## src/rtl/core/mtws_pkg.sv

```systemverilog
// Package with the MT19937 constants and the per-word seed, twist and temper functions.
`default_nettype none
package mtws_pkg;

  localparam int unsigned WORD_W        = 32;
  localparam int unsigned STATE_WORDS   = 624;
  localparam int unsigned MIDDLE_OFFSET = 397;
  localparam int unsigned IDX_W         = 10;

  localparam logic [WORD_W-1:0] SEED_MULT     = 32'd1812433253;
  localparam logic [WORD_W-1:0] SEED_DEFAULT  = 32'd5489;
  localparam logic [WORD_W-1:0] TWIST_MATRIX  = 32'h9908b0df;
  localparam logic [WORD_W-1:0] TEMPER_MASK_B = 32'h9d2c5680;
  localparam logic [WORD_W-1:0] TEMPER_MASK_C = 32'hefc60000;

  typedef logic [WORD_W-1:0] word_t;
  typedef logic [IDX_W-1:0]  idx_t;

  typedef struct packed {
    logic  busy;
    logic  load;
    word_t word;
  } seed_ctrl_t;

  function automatic word_t seed_next(input word_t prev, input idx_t idx);
    word_t mixed;
    word_t prod;
    begin
      mixed = prev ^ (prev >> 30);
      prod  = mixed * SEED_MULT;
      return prod + word_t'(idx);
    end
  endfunction

  function automatic word_t twist_word(input word_t cur, input word_t nxt, input word_t mid);
    word_t y;
    word_t mix;
    begin
      y   = {cur[WORD_W-1], nxt[WORD_W-2:0]};
      mix = y[0] ? TWIST_MATRIX : '0;
      return mid ^ (y >> 1) ^ mix;
    end
  endfunction

  function automatic word_t temper_word(input word_t w);
    word_t y;
    begin
      y = w;
      y = y ^ (y >> 11);
      y = y ^ ((y << 7) & TEMPER_MASK_B);
      y = y ^ ((y << 15) & TEMPER_MASK_C);
      y = y ^ (y >> 18);
      return (y == '0) ? word_t'(1) : y;
    end
  endfunction

endpackage
`default_nettype wire

```

## src/rtl/core/mtws_cell.sv

```systemverilog
// One state word of the circular shift chain.
`default_nettype none
module mtws_cell (
  input  wire logic           clk,
  input  wire logic           shift_en,
  input  wire mtws_pkg::word_t d,
  output mtws_pkg::word_t     q
);
  import mtws_pkg::*;

  word_t word_r;
  word_t word_nxt;

  assign word_nxt = shift_en ? d : word_r;

  always_ff @(posedge clk) begin
    word_r <= word_nxt;
  end

  assign q = word_r;

endmodule
`default_nettype wire

```

## config.mk

```make
export PLATFORM = sky130hd
export DESIGN_NAME = mtws_cell
export DESIGN_NICKNAME = d
export VERILOG_FILES = /design/src/rtl/core/mtws_pkg.sv /design/src/rtl/core/mtws_cell.sv
export SDC_FILE = /design/constraint.sdc
export NUM_CORES = 1
export LEC_CHECK = 0
export BUFFER_PORTS_ARGS = -buffer_cell sky130_fd_sc_hd__buf_4
export CAP_MARGIN = 10
export CORE_MARGIN = 1.5
export CORE_UTILIZATION = 42
export DETAILED_ROUTE_END_ITERATION = 8
export PLACE_DENSITY_LB_ADDON = 0.15
export SLEW_MARGIN = 20
export SYNTH_ARGS = -nofsm -noshare
export SYNTH_HDL_FRONTEND = slang
export SYNTH_SLANG_ARGS = --single-unit
```

## constraint.sdc

```tcl
create_clock -name clk -period 1.1 [get_ports clk]
set_input_delay 0.22 -clock clk [delete_from_list [all_inputs] [get_ports clk]]
set_output_delay 0.22 -clock clk [all_outputs]
set_load 0.1 [all_outputs]
```

After elaboration in Yosys (flattened, before gate mapping)
Cells that the tools add are included.

word-level totals
  register bits after elaboration = 32
  latch bits = 0
  RAM bits = 0
  bits in read-only memories = 0
  bits of input ports = 34
  output and inout port bits = 32
  word-level logic and storage cells = 1
  memories kept = 0

cells by class
  add/sub/neg operators = 0
  $mul = 0
  div/mod/pow operators = 0
  $lt $le $gt $ge = 0
  equal/unequal tests = 0
  shift-type cells = 0
  muxes and demuxes = 0
  bitwise operators = 0
  reductions and logical operators = 0

Depth between registers and ports, before layout
Gate-level depths: netlist of run 1.

  depth after elaboration = 0
  gate-level depth with buffers = 0
  depth with buffers taken out = 0

Least setup slack after synthesis of run 1
OpenSTA, ideal clock, no wires.

  path type = register to output
  start point = register word_r[0], in the netlist q[0]
  end point = output q[0]
  data arrival time = 0.904 ns
  required time = 0.880 ns
  setup slack = -0.024 ns
  cell stages (with the launch flop) = 1
  path buffers = 0
  path through = edfxtp_1

RTL lines
  what                    line             RTL
  start, declared         mtws_cell.sv:11  word_t word_r;
  start signal, assigned  mtws_cell.sv:17  word_r <= word_nxt;
  end, declared           mtws_cell.sv:7   output mtws_pkg::word_t q

No word-level cell between the ends.

Final worst setup path of run 1
  start point = register word_r[13], in the netlist q[13]
  end point = output q[13]

No word-level cell between the ends.

==> impl_results.md, run 1 <==
* Ys async rst share at 0%
* Drt wl/cell at 11.5 um
* Final hold vios at 0
* # diodes at 0
* Int Power at 1.92 mW
* Htree depth at 2
* Startpoint Class: register
* Num CTS Buffers at 5
* Hold depth at 1
* Post-layout net count at 138
* Area after DPL at 1480 sq um
* Highest-delay cell along the critical path: edfxtp_1
* Switching part of the total at 36.9%
* Area delta synth->final at 71.6%
* Synth cell types at 1
* DRT met1 WL at 503 um
* Multi-input gates at 0
* Crit path buffers/inverters at 1
* Max-cap violations at 0
* Total core area at 2190 sq um
* RePlAce Congestion at 0.611
* Dominant synthesized flop cell: edfxtp_1
* Crit path from: q[13]
* P_sw at 1.12 mW
* Clock root cell: clkbuf_4
* Synth top area cells: edfxtp_1 100%
* Worst path arrival time at 910 ps
* GRT Total Usage at 13.2%
* Vias in the first global route at 542
* Synth warn at 0
* Die area at 2580 sq um
* Die Width at 50.8 um
* Logic gate share of total power at 32.8%
* Crit. End Element: output port
* I/O Buffers at 65
* Clock sink count at 32
* Power density cells at 1840 nW/um^2
* Finished Cell Area at 1650 sq um
* Syn Inst Count at 32
* Multi-input gate area at 0 sq um
* Crit-path cells: buf_6
* Clock transition at the registers of the reported paths at 90 ps
* First-pass GRT wire length at 2.24 mm
* Family with the most delay on the worst path: flip-flops
* Layout cells sized above 1 at 67.3%
* Synth top area share at 100%
* Number of antenna violations at the first check in global routing at 0
* Max Fclk at 884 MHz
* Mapped Nets at 66
* Register area at 961 sq um
* Tcrit/Tclk final at 103%
* Drt first pass iters at 3
* Leak Pwr at 0.691 nW
* RSZ-0062 raised after global routing: true
* Largest net degree at the start of global routing at 33
* DRC viols at 0
* Post-Syn Area at 961 sq um
* Post-synth EDFFs at 32
* CP max stage delay at 400 ps
* DR vias/cell at 4.35
* Reg power frac at 49.0%
* Congestion Overflow GR at 0
* Relative slew slack at 75.3%
* WL met3 at 163 um
* Critical path type: reg -> out
* Synth area leader: edfxtp_1
* Final Critical Period at 1130 ps
* Violated checks: setup timing
* Worst Slack Setup Final at -30.9 ps
* Hold path startpoint: d[23]
* Sequential-to-total area share from yosys stat at 100%
* Initial drt markers at 5
* Worst-Margin Slew at 370 ps
* Slew Limit Fails at 0
* Row count at 17
* Syn Area/Cell at 30.0 sq um
* Die Ht at 50.8 um
* DR top layer: met4
* Antenna Violating Nets Remaining at 0
* Worst-path maximum fanout at 1
* # fillers at 140
* CTS tree: done
* WHS Endpoint: q[23]
* Required time of the worst setup path at 880 ps
* Setup violators final at 32
* Clock power share at 18.2%
* Maximum vdd ir drop at 1.34 mV
* Routed Wire Length at 1.52 mm
* Seq cells post-synth at 32
* Starting Density at 43.9%
* Wire length on met2 at 808 um
* Via count at 574
* Most common cell in the netlist: edfxtp_1
* Top post-synthesis cells by count: 32 x edfxtp_1
* Max reg flops at 32
* Longest Clk Path Bufs at 2
* Outcome: complete, but fails checks
* # IOs at 66
* Final TNS setup at -517 ps
* Min-Delay Path Class: in -> reg
==> layer usage <==
metal | up-vias | GRT usage (%)
li1 | 273 | -
met1 | 251 | 12.0
met2 | 43 | 21.5
met3 | 7 | 6.14
met4 | 0 | 12.2
met5 | - | 0
==> through the flow <==
stage / utilization [%] / total power [mW] / std cells / hold WS, ps / setup WS (ps)
floorplan: - / 2.19 / 32 / 319 / -24.0
global placement: 67.7 / 2.43 / 125 / 398 / 199
detailed placement: 67.7 / 2.44 / 125 / 399 / 191
CTS: 75.3 / 3.07 / 132 / 58.3 / -57.2
global route: 75.3 / 3.14 / 132 / 47.0 / -84.6
finish: 75.3 / 3.04 / 132 / 74.2 / -30.9
==> cell usage in the layout, fill, tap and decap left out <==
| cell type | n |
|---|---|
| buf_6 | 32 |
| edfxtp_1 | 32 |
| buf_4 | 33 |
| clkbuf_4 | 5 |
| clkinv_1 | 2 |
==> logic make-up after synthesis <==
kind of cell,synth area share (%)
flops,100
==> final cells by class <==
| type | count | share of cell area [%] |
|---|---|---|
| Clock inverter | 2 | 0.455 |
| Clock buffer | 5 | 2.28 |
| Sequential cell | 32 | 58.3 |
| Tap cell | 28 | 2.12 |
| Timing Repair Buffer | 65 | 36.9 |
==> power by group through the flow <==
stage	clock (mW)	combinational (mW)	sequential (mW)
floorplan	0	0	2.19
global route	0.624	1.02	1.50
global placement	0	0.938	1.50
CTS	0.577	1.00	1.49
finish	0.554	0.996	1.49
detailed placement	0	0.941	1.50
==> worst max path at each step <==
stage / endpoint / slack (ps) / depth (start not counted)
floorplan: q[0] / -20 / 0
global placement: q[20] / 200 / 1
detailed placement: q[20] / 190 / 1
CTS: q[13] / -60 / 1
global route: q[28] / -80 / 1
finish: q[13] / -30 / 1
==> what timing repair did <==
item | in CTS | in global routing
cloned | 0 | 0
setup endpoints to repair | 32 | 32
buffers inserted | 0 | 0
gates resized for setup | 32 | 0
hold buffers | 0 | 0
(Power assumes the default switching activity.)
==> run 2: changes to the inputs <==
--- a/config.mk
+++ b/config.mk
@@ -11,6 +11,7 @@
 export CORE_UTILIZATION = 42
 export DETAILED_ROUTE_END_ITERATION = 8
 export PLACE_DENSITY_LB_ADDON = 0.15
+export SETUP_SLACK_MARGIN = 0.5
 export SLEW_MARGIN = 20
 export SYNTH_ARGS = -nofsm -noshare
 export SYNTH_HDL_FRONTEND = slang
==> impl_results.md, run 2 (same netlist as run 1, synthesis figures left out) <==
* Clock transition at the registers of the reported paths at 90 ps (about the same)
* First-pass GRT wire length at 2.24 mm (unchanged)
* Crit. End Element: output port (unchanged)
* Multi-input gate area at 0 sq um (unchanged)
* Crit path buffers/inverters at 1 (unchanged)
* Starting Density at 43.9% (unchanged)
* # diodes at 0 (unchanged)
* CP max stage delay at 400 ps (about the same)
* Die Ht at 50.8 um (unchanged)
* Worst-Margin Slew at 274 ps (was 370 ps)
* Worst Slack Setup Final at -31.1 ps (was -30.9 ps)
* Post-layout net count at 138 (unchanged)
* Largest net degree at the start of global routing at 33 (unchanged)
* RePlAce Congestion at 0.611 (unchanged)
* RSZ-0062 raised after global routing: true (unchanged)
* Maximum vdd ir drop at 1.34 mV (about the same)
* Longest Clk Path Bufs at 2 (unchanged)
* Critical path type: reg -> out (unchanged)
* Worst path arrival time at 910 ps (about the same)
* DRC viols at 0 (unchanged)
* Worst-path maximum fanout at 1 (unchanged)
* Setup Buffers After CTS at 0 (unchanged)
* Antenna Violating Nets Remaining at 0 (unchanged)
* CTS tree: done (unchanged)
* Area delta synth->final at 72.0% (was 71.6%)
* Clock sink count at 32 (unchanged)
* Layout cells sized above 1 at 67.3% (unchanged)
* Total core area at 2190 sq um (unchanged)
* Highest-delay cell along the critical path: edfxtp_1 (unchanged)
* Family with the most delay on the worst path: flip-flops (unchanged)
* I/O Buffers at 65 (unchanged)
* Final hold vios at 0 (unchanged)
* Crit-path cells: buf_6 (unchanged)
* Multi-input gates at 0 (unchanged)
* Area after DPL at 1480 sq um (unchanged)
* Total Power at 3.04 mW (about the same)
* Violated checks: setup timing (unchanged)
* GRT Total Usage at 13.2% (unchanged)
* DP Cell Count at 125 (unchanged)
* Max Fclk at 884 MHz (about the same)
* Finished Cell Area at 1650 sq um (about the same)
* Outcome: complete, but fails checks (unchanged)
* Most frequent cells in the layout: 33 x buf_6, 32 x buf_4, 32 x edfxtp_1 (was 33 x buf_4, 32 x buf_6, 32 x edfxtp_1)
* Drt wl/cell at 11.6 um (was 11.5 um)
* Leak Pwr at 0.693 nW (was 0.691 nW)
* Row count at 17 (unchanged)
* Required time of the worst setup path at 880 ps (about the same)
* Die area at 2580 sq um (unchanged)
* # IOs at 66 (unchanged)
* Clock root cell: clkbuf_4 (unchanged)
* Placement-stage worst setup slack at 191 ps (unchanged)
* Max-cap violations at 0 (unchanged)
* Num CTS Buffers at 5 (unchanged)
* Htree depth at 2 (unchanged)
* Max reg flops at 32 (unchanged)
* Power density cells at 1840 nW/um^2 (about the same)
* Initial drt markers at 0 (was 5)
* Final Non-Filler Cells at 132 (unchanged)
* Via count at 576 (was 574)
* DR vias/cell at 4.36 (was 4.35)
* Tcrit/Tclk final at 103% (about the same)
* Startpoint Class: register (unchanged)
* Min-Delay Path Class: in -> reg (unchanged)
* Hold buffer count at CTS at 0 (unchanged)
* Relative slew slack at 81.7% (was 75.3%)
* Slew Limit Fails at 0 (unchanged)
* Congestion Overflow GR at 0 (unchanged)
* Final Critical Period at 1130 ps (about the same)
* Vias in the first global route at 542 (unchanged)
* Drt first pass iters at 1 (was 3)
* Commonest non-fill, non-tap cell in the layout: buf_6 (was buf_4)
* Die Width at 50.8 um (unchanged)
* Number of antenna violations at the first check in global routing at 0 (unchanged)
* Setup violators final at 30 (was 32)
* Routed Wire Length at 1.53 mm (was 1.52 mm)
* Final TNS setup at -497 ps (was -517 ps)
run 2: cell counts in the layout (fill, tap and decap cells not counted):
Identical to the previous run, type by type.
run 2: cell type report:
class,count,area [sq um]
clock buffers,5,37.5
repair buffers,65,612
fillers,138,538
well taps,28,35.0
flip-flops and latches,32,961
clock inverters,2,7.51
run 2: timing repair:
item,4_1_cts,5_1_grt
cloned,0,0
pin swaps,0,0
gates resized for setup,32,1
endpoints found under the setup margin,32,46
endpoints found under the hold margin,0,0
run 2: through the flow:
stage | util [%] | hold slack, ps
6_report | 75.4 | 73.9
5_1_grt | 75.4 | 47.0
4_1_cts | 75.3 | 58.3
3_5_place_dp | 67.7 | 399
3_3_place_gp | 67.7 | 398
2_1_floorplan | - | 319
run 2: worst paths after layout:
path / slack (ps) / startpoint / end / cells after the start
setup / recovery: -30 / q[13] / q[13] / 1
hold / removal: 70 / d[23] / q[23] / 1
run 2: where the power goes:
| group | internal, mW | switching [mW] |
|---|---|---|
| sequential | 1.45 | 0.0395 |
| combinational | 0.247 | 0.750 |
| clock | 0.222 | 0.330 |
run 2: routing by layer:
layer	routed length, um	part of all wire, %	global-route usage (%)	up-vias
li1	-	-	-	275
met1	519	34	12.0	251
met2	794	52	21.5	43
met3	163	11	6.14	7
met4	51	3.3	12.2	0
met5	0	0	0	-
