==> src/rtl/core/mtws_pkg.sv <==
// Package with the MT19937 constants and the per-word seed, twist and temper functions.
`default_nettype none
package mtws_pkg;

  localparam int unsigned WORD_W        = 32;
  localparam int unsigned STATE_WORDS   = 624;
  localparam int unsigned MIDDLE_OFFSET = 397;
  localparam int unsigned IDX_W         = 10;

  localparam logic [WORD_W-1:0] SEED_MULT     = 32'd1812433253;
  localparam logic [WORD_W-1:0] SEED_DEFAULT  = 32'd5489;
  localparam logic [WORD_W-1:0] TWIST_MATRIX  = 32'h9908b0df;
  localparam logic [WORD_W-1:0] TEMPER_MASK_B = 32'h9d2c5680;
  localparam logic [WORD_W-1:0] TEMPER_MASK_C = 32'hefc60000;

  typedef logic [WORD_W-1:0] word_t;
  typedef logic [IDX_W-1:0]  idx_t;

  typedef struct packed {
    logic  busy;
    logic  load;
    word_t word;
  } seed_ctrl_t;

  function automatic word_t seed_next(input word_t prev, input idx_t idx);
    word_t mixed;
    word_t prod;
    begin
      mixed = prev ^ (prev >> 30);
      prod  = mixed * SEED_MULT;
      return prod + word_t'(idx);
    end
  endfunction

  function automatic word_t twist_word(input word_t cur, input word_t nxt, input word_t mid);
    word_t y;
    word_t mix;
    begin
      y   = {cur[WORD_W-1], nxt[WORD_W-2:0]};
      mix = y[0] ? TWIST_MATRIX : '0;
      return mid ^ (y >> 1) ^ mix;
    end
  endfunction

  function automatic word_t temper_word(input word_t w);
    word_t y;
    begin
      y = w;
      y = y ^ (y >> 11);
      y = y ^ ((y << 7) & TEMPER_MASK_B);
      y = y ^ ((y << 15) & TEMPER_MASK_C);
      y = y ^ (y >> 18);
      return (y == '0) ? word_t'(1) : y;
    end
  endfunction

endpackage
`default_nettype wire

==> src/rtl/core/mtws_seeder.sv <==
// Seed sequencer: feeds the 624 initialization words into the chain tail.
`default_nettype none
module mtws_seeder (
  input  wire logic            clk,
  input  wire logic            rst_n,
  input  wire logic            seed_start,
  input  wire mtws_pkg::word_t seed_value,
  input  wire mtws_pkg::word_t last_word,
  output mtws_pkg::seed_ctrl_t ctrl
);
  import mtws_pkg::*;

  logic  busy_r;
  logic  busy_nxt;
  idx_t  cnt_r;
  idx_t  cnt_nxt;
  word_t seed_r;
  word_t seed_nxt;

  always_comb begin
    busy_nxt = busy_r;
    cnt_nxt  = cnt_r;
    seed_nxt = seed_r;
    if (seed_start) begin
      busy_nxt = 1'b1;
      cnt_nxt  = '0;
      seed_nxt = seed_value;
    end else if (busy_r) begin
      cnt_nxt = cnt_r + idx_t'(1);
      if (cnt_r == idx_t'(STATE_WORDS - 1)) begin
        busy_nxt = 1'b0;
      end
    end
  end

  always_ff @(posedge clk) begin
    if (!rst_n) begin
      busy_r <= 1'b1;
      cnt_r  <= '0;
      seed_r <= SEED_DEFAULT;
    end else begin
      busy_r <= busy_nxt;
      cnt_r  <= cnt_nxt;
      seed_r <= seed_nxt;
    end
  end

  assign ctrl.busy = busy_r;
  assign ctrl.load = busy_r;
  assign ctrl.word = (cnt_r == '0) ? seed_r : seed_next(last_word, cnt_r);

  a_cnt_range: assert property (@(posedge clk) disable iff (!rst_n)
    busy_r |-> (cnt_r < idx_t'(STATE_WORDS)))
    else $error("seed count out of range");

  a_fill_len: assert property (@(posedge clk) disable iff (!rst_n)
    $fell(busy_r) |-> ($past(cnt_r) == idx_t'(STATE_WORDS - 1)))
    else $error("seed fill ended early");

  a_start_idle: assert property (@(posedge clk) disable iff (!rst_n)
    seed_start |-> !busy_r)
    else $error("reseed started while busy");

endmodule
`default_nettype wire

==> config.mk <==
export PLATFORM = sky130hd
export DESIGN_NAME = mtws_seeder
export DESIGN_NICKNAME = d
export VERILOG_FILES = /design/src/rtl/core/mtws_pkg.sv /design/src/rtl/core/mtws_seeder.sv
export SDC_FILE = /design/constraint.sdc
export NUM_CORES = 1
export LEC_CHECK = 0
export BUFFER_PORTS_ARGS = -buffer_cell sky130_fd_sc_hd__buf_2
export CORE_UTILIZATION = 54
export DETAILED_ROUTE_END_ITERATION = 7
export PLACE_DENSITY = 0.77
export SLEW_MARGIN = 30
export SYNTH_ARGS = -nofsm -noshare
export SYNTH_HDL_FRONTEND = slang
export SYNTH_SLANG_ARGS = --single-unit
export TNS_END_PERCENT = 10
==> constraint.sdc <==
create_clock -name clk -period 11.5 [get_ports clk]
set_input_delay 2.3 -clock clk [delete_from_list [all_inputs] [get_ports clk]]
set_output_delay 2.3 -clock clk [all_outputs]
set_load 0.01 [all_outputs]
-- Yosys cells after proc, flatten, opt, wreduce, memory -nomap -nowiden
Index checks and enable logic that the tools add are counted.
- bits of input ports: 67
- memories: 0
- flip-flop bits (word level): 43
- word-level logic and storage cells: 14
- bits in read-only memories: 0
- bits in latches: 0
- RAM bits: 0
- divide/modulo/power cells: 0
- magnitude comparators: 0
- $mul: 1
- equal/unequal tests: 1
- bitwise logic cells: 2
- shift operators: 0
- reduce and logical (&&, ||, !) cells: 2
- add/sub/neg operators: 2
- mux-type cells: 3
- operators with widths (operator ; number):
    $add 32x10->32 ; 1
    $mul 32x31->32 const B ; 1
    $mux 32 ; 1
    $xor 32x2->32 ; 1
    $add 10x1->10 const B ; 1
    $eq 10x10->1 const B ; 1
    $logic_not 10->1 ; 1
    $mux 1 ; 2
    $reduce_or 2->1 ; 1
    $not 1->1 ; 1

-- Longest topological paths before layout
Gate-level depths: netlist of the first run.
- word-level depth: 4
- gate-level depth with buffers: 26
- gate-level depth less buffers: 25

-- Worst setup path before layout of the first run
OpenSTA, ideal clock, no wires.
- path type: input-to-output
- start point: input last_word[1]
- end point: output ctrl[31] (netlist bit)
- data arrival time: 8329 ps
- stages: 25
- path buffers: 0
- path slack: 871 ps
- data required time: 9200 ps
- cells stage by stage: xor2_1 > xor2_1 > ha_1 > or2_2 > ha_1 > inv_1 > fa_1 > inv_1 > ha_1 > fa_1 > fa_1 > fa_1 > inv_1 > fa_1 > inv_1 > ha_1 > a21oi_1 > o211ai_1 > o221ai_1 > and3b_1 > o221ai_1 > or4_1 > a31oi_1 > xnor2_1 > o21ai_1
- RTL lines (what ; line ; text):
    start, declared ; mtws_seeder.sv:8 ; input wire mtws_pkg::word_t last_word,
    end, declared ; mtws_seeder.sv:9 ; output mtws_pkg::seed_ctrl_t ctrl

==> results of run 1 <==
-- final timing paths --
| path | endpoint | startpoint | depth (start not counted) |
|---|---|---|---|
| worst max-delay path | ctrl[31] | last_word[30] | 27 |
| worst min-delay path | seed_r[10] | seed_r[10] | 2 |
| worst max register to register | cnt_r[8] | cnt_r[0] | 6 |
| worst min register to register | seed_r[10] | seed_r[10] | 2 |
-- cell usage after synthesis, drive strengths merged (2+ instances only) --
master  count  area (um2)
inv       266         998
ha        239        2990
fa        153        3060
nand2      63         236
xnor2      46         403
dfxtp      43         861
o21ai      36         184
mux2i      33         330
a21oi      29         149
nor2       29         109
nor2b      28         175
xor2       22         193
clkbuf     15        57.6
a21o       12        91.3
nand3      11        60.1
nor3        9        45.0
nand4       8        50.1
nand2b      7        43.8
buf         5        26.3
o211ai      4        35.0
o21bai      3        22.5
a211oi      2        15.0
and2        2        12.5
and4        2        17.5
nor4        2        12.5
o221ai      2        17.5
or2         2        12.5
-- final cells by class --
type                            count  area [um2]  area share [%]
Timing Repair Buffer              102         515            4.57
Sequential cell                    43         861            7.63
Clock inverter                      2        60.1           0.532
Inverter                          266         998            8.85
Clock buffer                        6         129            1.14
Multi-Input combinational cell    758        8430            74.7
Tap cell                          234         293            2.59
-- sequential cells by signal, summed over array words and instances, names as in the netlist --
name	cells
busy_r	1
cnt_r	10
seed_r	32
-- cell families (layout without fill, tap and decap cells) --
family	Yosys count	in the layout	synth area share, %
AND/OR/NAND/NOR	167	167	7.80
multiplexers	34	34	3.30
flip-flops	43	43	8.31
XOR/XNOR	68	68	5.75
AO/OA/AOI/OAI	97	97	5.98
buffers and inverters	286	376	10.4
adder cells (fa/ha/maj)	392	392	58.4
-- worst reg2reg max path, cell delays in order, from the launching register on --
cell	delay [ns]
dfxtp_1	0.44
ha_1	0.24
nand4_1	0.15
nor2_1	0.18
nand4_1	0.13
xnor2_1	0.17
nor2_1	0.05
-- through the flow --
stage | hold slack [ns] | utilization, %
final | 0.478 | 60.1
after global routing | 0.499 | 60.1
after CTS | 0.478 | 60.1
after detailed placement | 0.463 | 59.1
after global placement | 0.455 | 59.1
after floorplan | 0.441 | -
-- metal layers --
metal | up-vias | track usage (%)
li1 | 3615 | -
met1 | 3493 | 33.3
met2 | 192 | 41.3
met3 | 30 | 3.18
met4 | 0 | 5.95
met5 | - | 0
==> summary.txt, run 1 <==
Outcome = finished, final reports clean
DR iter-0 viols = 293
Mapped Cells = 1,087
Yosys reg bits = 43
Final setup fails = 0
Global-route wire length before repair = 37.5 mm
Routed Antenna Nets = 0
Crit path max fanout = 5
Kind of end point of the critical path = primary output
Root Driver = clkbuf_16
Rel. slew slack = 35.6%
CTS buffer count = 5
Worst slack, placed = 0.237 ns
DR pass1 iterations = 4
Clock skew = 0.00191 ns
CTS H-tree lvls = 2
Ys flop type = dfxtp_1
Post-synth EDFFs = 0
Yosys cell types = 49
Fmax = 90.9 MHz
Commonest non-fill, non-tap cell in the layout = inv_1
Final Hold Violating Endpoints = 0
RD Place Congestion = 0.879
Mean routed wirelength per cell = 16.0 um
MaxCap Viol Count = 0
Most used cell, CP = fa_1
Die Y = 141 um
Postcts setup bufs = 0
Required time worst endpoint = 9.20 ns
CP max stage cell = fa_1
# port buffers = 100
Fin crit period = 11.00 ns
# diodes = 0
CTS hold repair buffers = 0
Layout fillers = 1,574
Crit Path Category = input pin to primary output
Avg Cell Area, Syn = 9.53 um2
Placed cell areas = 11,100 um2
GRT Util Overall = 24.5%
Min-delay worst type = register to register
Max incr delay on CP = 0.50 ns
Synth async-reset ratio = 0%
Post_cts resized = 0
R2R setup slack = 10.02 ns
Post-DP HPWL = 19.8 mm
Syn Nets = 1,546
Seq/Total Area, Yosys = 8.31%
Area growth syn-to-layout = 8.91%
Ports = 101
Longest Clk Path Bufs = 2
Via density = 5.19
Slew Viols, Final = 0
Worst Slack Setup Final = 0.504 ns
Pin count of the biggest net entering global routing = 34
Tcrit/Tclk final = 95.6%
# rows = 50
Clock-pin slew on the worst setup and hold paths = 0.06 ns
Latest clock arrival within the worst-skew pair = 0.29 ns
RSZ-0062 raised after global routing = false
Worst-margin pin slew = 0.966 ns
Die ar. = 19,700 um2
Met3 WL = 1.35 mm
Highest Signal Layer = met4
Grt total ovfl = 0
Ratio of cells with drive above 1 in the final layout = 10.5%
Most frequent cells in the layout = inv_1, ha_1, fa_1
Drt total wl = 22.6 mm
Crit start category = input pin
DRC errors left = 0
Die Wd = 141 um
Worst EP arrival = 8.70 ns
YS warnings = 0
Vias = 7,330
Starting Density = 55.2%
Met2 Wirelength = 10.5 mm
Number of global-route vias before repair = 7,619
Final Non-Filler Cells = 1,411
Initial antenna violation count = 0
Dpl cells = 1,403
Core area = 18,800 um2
Final net count = 1,635
Setup_tns = 0 ns
CP top delay family = adder cells
Metal-1 WL = 10.3 mm
CP bufs+invs = 6
Clk sinks = 43
Synthesized area = 10,400 um2
Final Cell Area = 11,300 um2
CTS tree = built
Power of run 1 is not shown: default switching activity piles up to over one toggle a cycle in this logic, so the estimate is an artifact.
==> run 2, diff against run 1 <==
==> constraint.sdc (replaced) <==
create_clock -name clk -period 12.18 [get_ports clk]
set_input_delay 2.436 -clock clk [delete_from_list [all_inputs] [get_ports clk]]
set_output_delay 2.436 -clock clk [all_outputs]
set_load 0.01 [all_outputs]
==> summary.txt, run 2 (synthesized netlist as in run 1, its figures left out) <==
Outcome = finished, final reports clean
Die Wd = 141 um
Commonest non-fill, non-tap cell in the layout = inv_1
Required time worst endpoint = 9.74 ns
CTS tree = built
Post_cts resized = 0
Tcrit/Tclk final = 95.3%
CTS H-tree lvls = 2
Routed Antenna Nets = 0
Final hold slack = 0.477 ns
Crit Path Category = input pin to primary output
Number of global-route vias before repair = 7,744
Pin count of the biggest net entering global routing = 34
CP max stage cell = xor2_1
Placed cell areas = 11,100 um2
Final net count = 1,635
Ports = 101
Slew Viols, Final = 0
Clock skew = 0.000718 ns
Kind of end point of the critical path = primary output
Latest clock arrival within the worst-skew pair = 0.29 ns
Most frequent cells in the layout = inv_1, ha_1, fa_1
Worst EP arrival = 9.17 ns
RD Place Congestion = 0.948
Starting Density = 55.2%
Clock-pin slew on the worst setup and hold paths = 0.07 ns
DR iter-0 viols = 255
Ratio of cells with drive above 1 in the final layout = 10.5%
# rows = 50
Setup_tns = 0 ns
RSZ-0062 raised after global routing = false
Crit path max fanout = 5
Mean routed wirelength per cell = 16.0 um
Dpl cells = 1,403
GRT Util Overall = 24.0%
Rel. slew slack = 37.6%
Initial antenna violation count = 1
Most flops, register = seed_r
Final Cell Area = 11,200 um2
Final Hold Violating Endpoints = 0
Global-route wire length before repair = 37.2 mm
Area growth syn-to-layout = 8.36%
# port buffers = 100
Post-DP HPWL = 19.7 mm
Max reg flops = 32
Clk sinks = 43
Top flop regs = seed_r (32), cnt_r (10), busy_r (1)
Max incr delay on CP = 0.60 ns
Die Y = 141 um
Vias = 7,324
DRC errors left = 0
Root Driver = clkbuf_16
Grt total ovfl = 0
Final setup fails = 0
Drt total wl = 22.5 mm
Crit start category = input pin
Fin crit period = 11.60 ns
Postcts setup bufs = 0
Most used cell, CP = fa_1
Final Non-Filler Cells = 1,410
MaxCap Viol Count = 0
Longest Clk Path Bufs = 2
DR pass1 iterations = 4
Min-delay worst type = register to register
Core area = 18,800 um2
Fmax = 86.2 MHz
Worst-margin pin slew = 0.936 ns
CTS hold repair buffers = 0
Via density = 5.19
# diodes = 0
CTS buffer count = 5
Die ar. = 19,700 um2
==> run 2: cell count changes in the layout (fill, tap and decap cells not counted), sizes merged <==
cell    change
clkinv      +2
bufinv      -2
clkbuf      -1
==> run 2: through the flow <==
stage	worst slack (ns)	utilization, %
final	0.578	59.8
after CTS	0.561	59.8
after floorplan	1.28	-
after global routing	0.178	59.8
after global placement	0.762	59.1
after detailed placement	0.559	59.1
==> run 2: layer usage <==
layer | wire length [um] | vias to the layer above | global-route usage, %
met1 | 10500 | 3487 | 31.9
met4 | 525 | 2 | 6.81
met5 | 10 | - | 0
met2 | 10400 | 182 | 40.4
li1 | - | 3610 | -
met3 | 1100 | 43 | 3.90
==> run 2: critical path: cells and delay by family <==
kind,cells,cell delay (ns)
AO/OA/AOI/OAI,6,0.96
buffers and inverters,6,0.47
AND/OR/NAND/NOR,3,0.91
adder cells (fa/ha/maj),9,3.43
XOR/XNOR,3,0.97
==> run 2: worst paths after layout <==
kind | from | end | slack [ns] | depth (start not counted)
worst max-delay path | last_word[30] | ctrl[31] | 0.58 | 27
worst max register to register | cnt_r[0] | cnt_r[8] | 10.68 | 6
worst min-delay path | seed_r[0] | seed_r[0] | 0.48 | 2
worst min register to register | seed_r[0] | seed_r[0] | 0.48 | 2
==> run 2: cell type report <==
type / count / area [um2]
Timing Repair Buffer: 102 / 515
Clock buffer: 5 / 125
Inverter: 266 / 998
Multi-Input combinational cell: 758 / 8420
Clock inverter: 2 / 13.8
Fill cell: 1519 / 7540
Tap cell: 234 / 293
Sequential cell: 43 / 861
Power of run 2 is left out for the same reason.
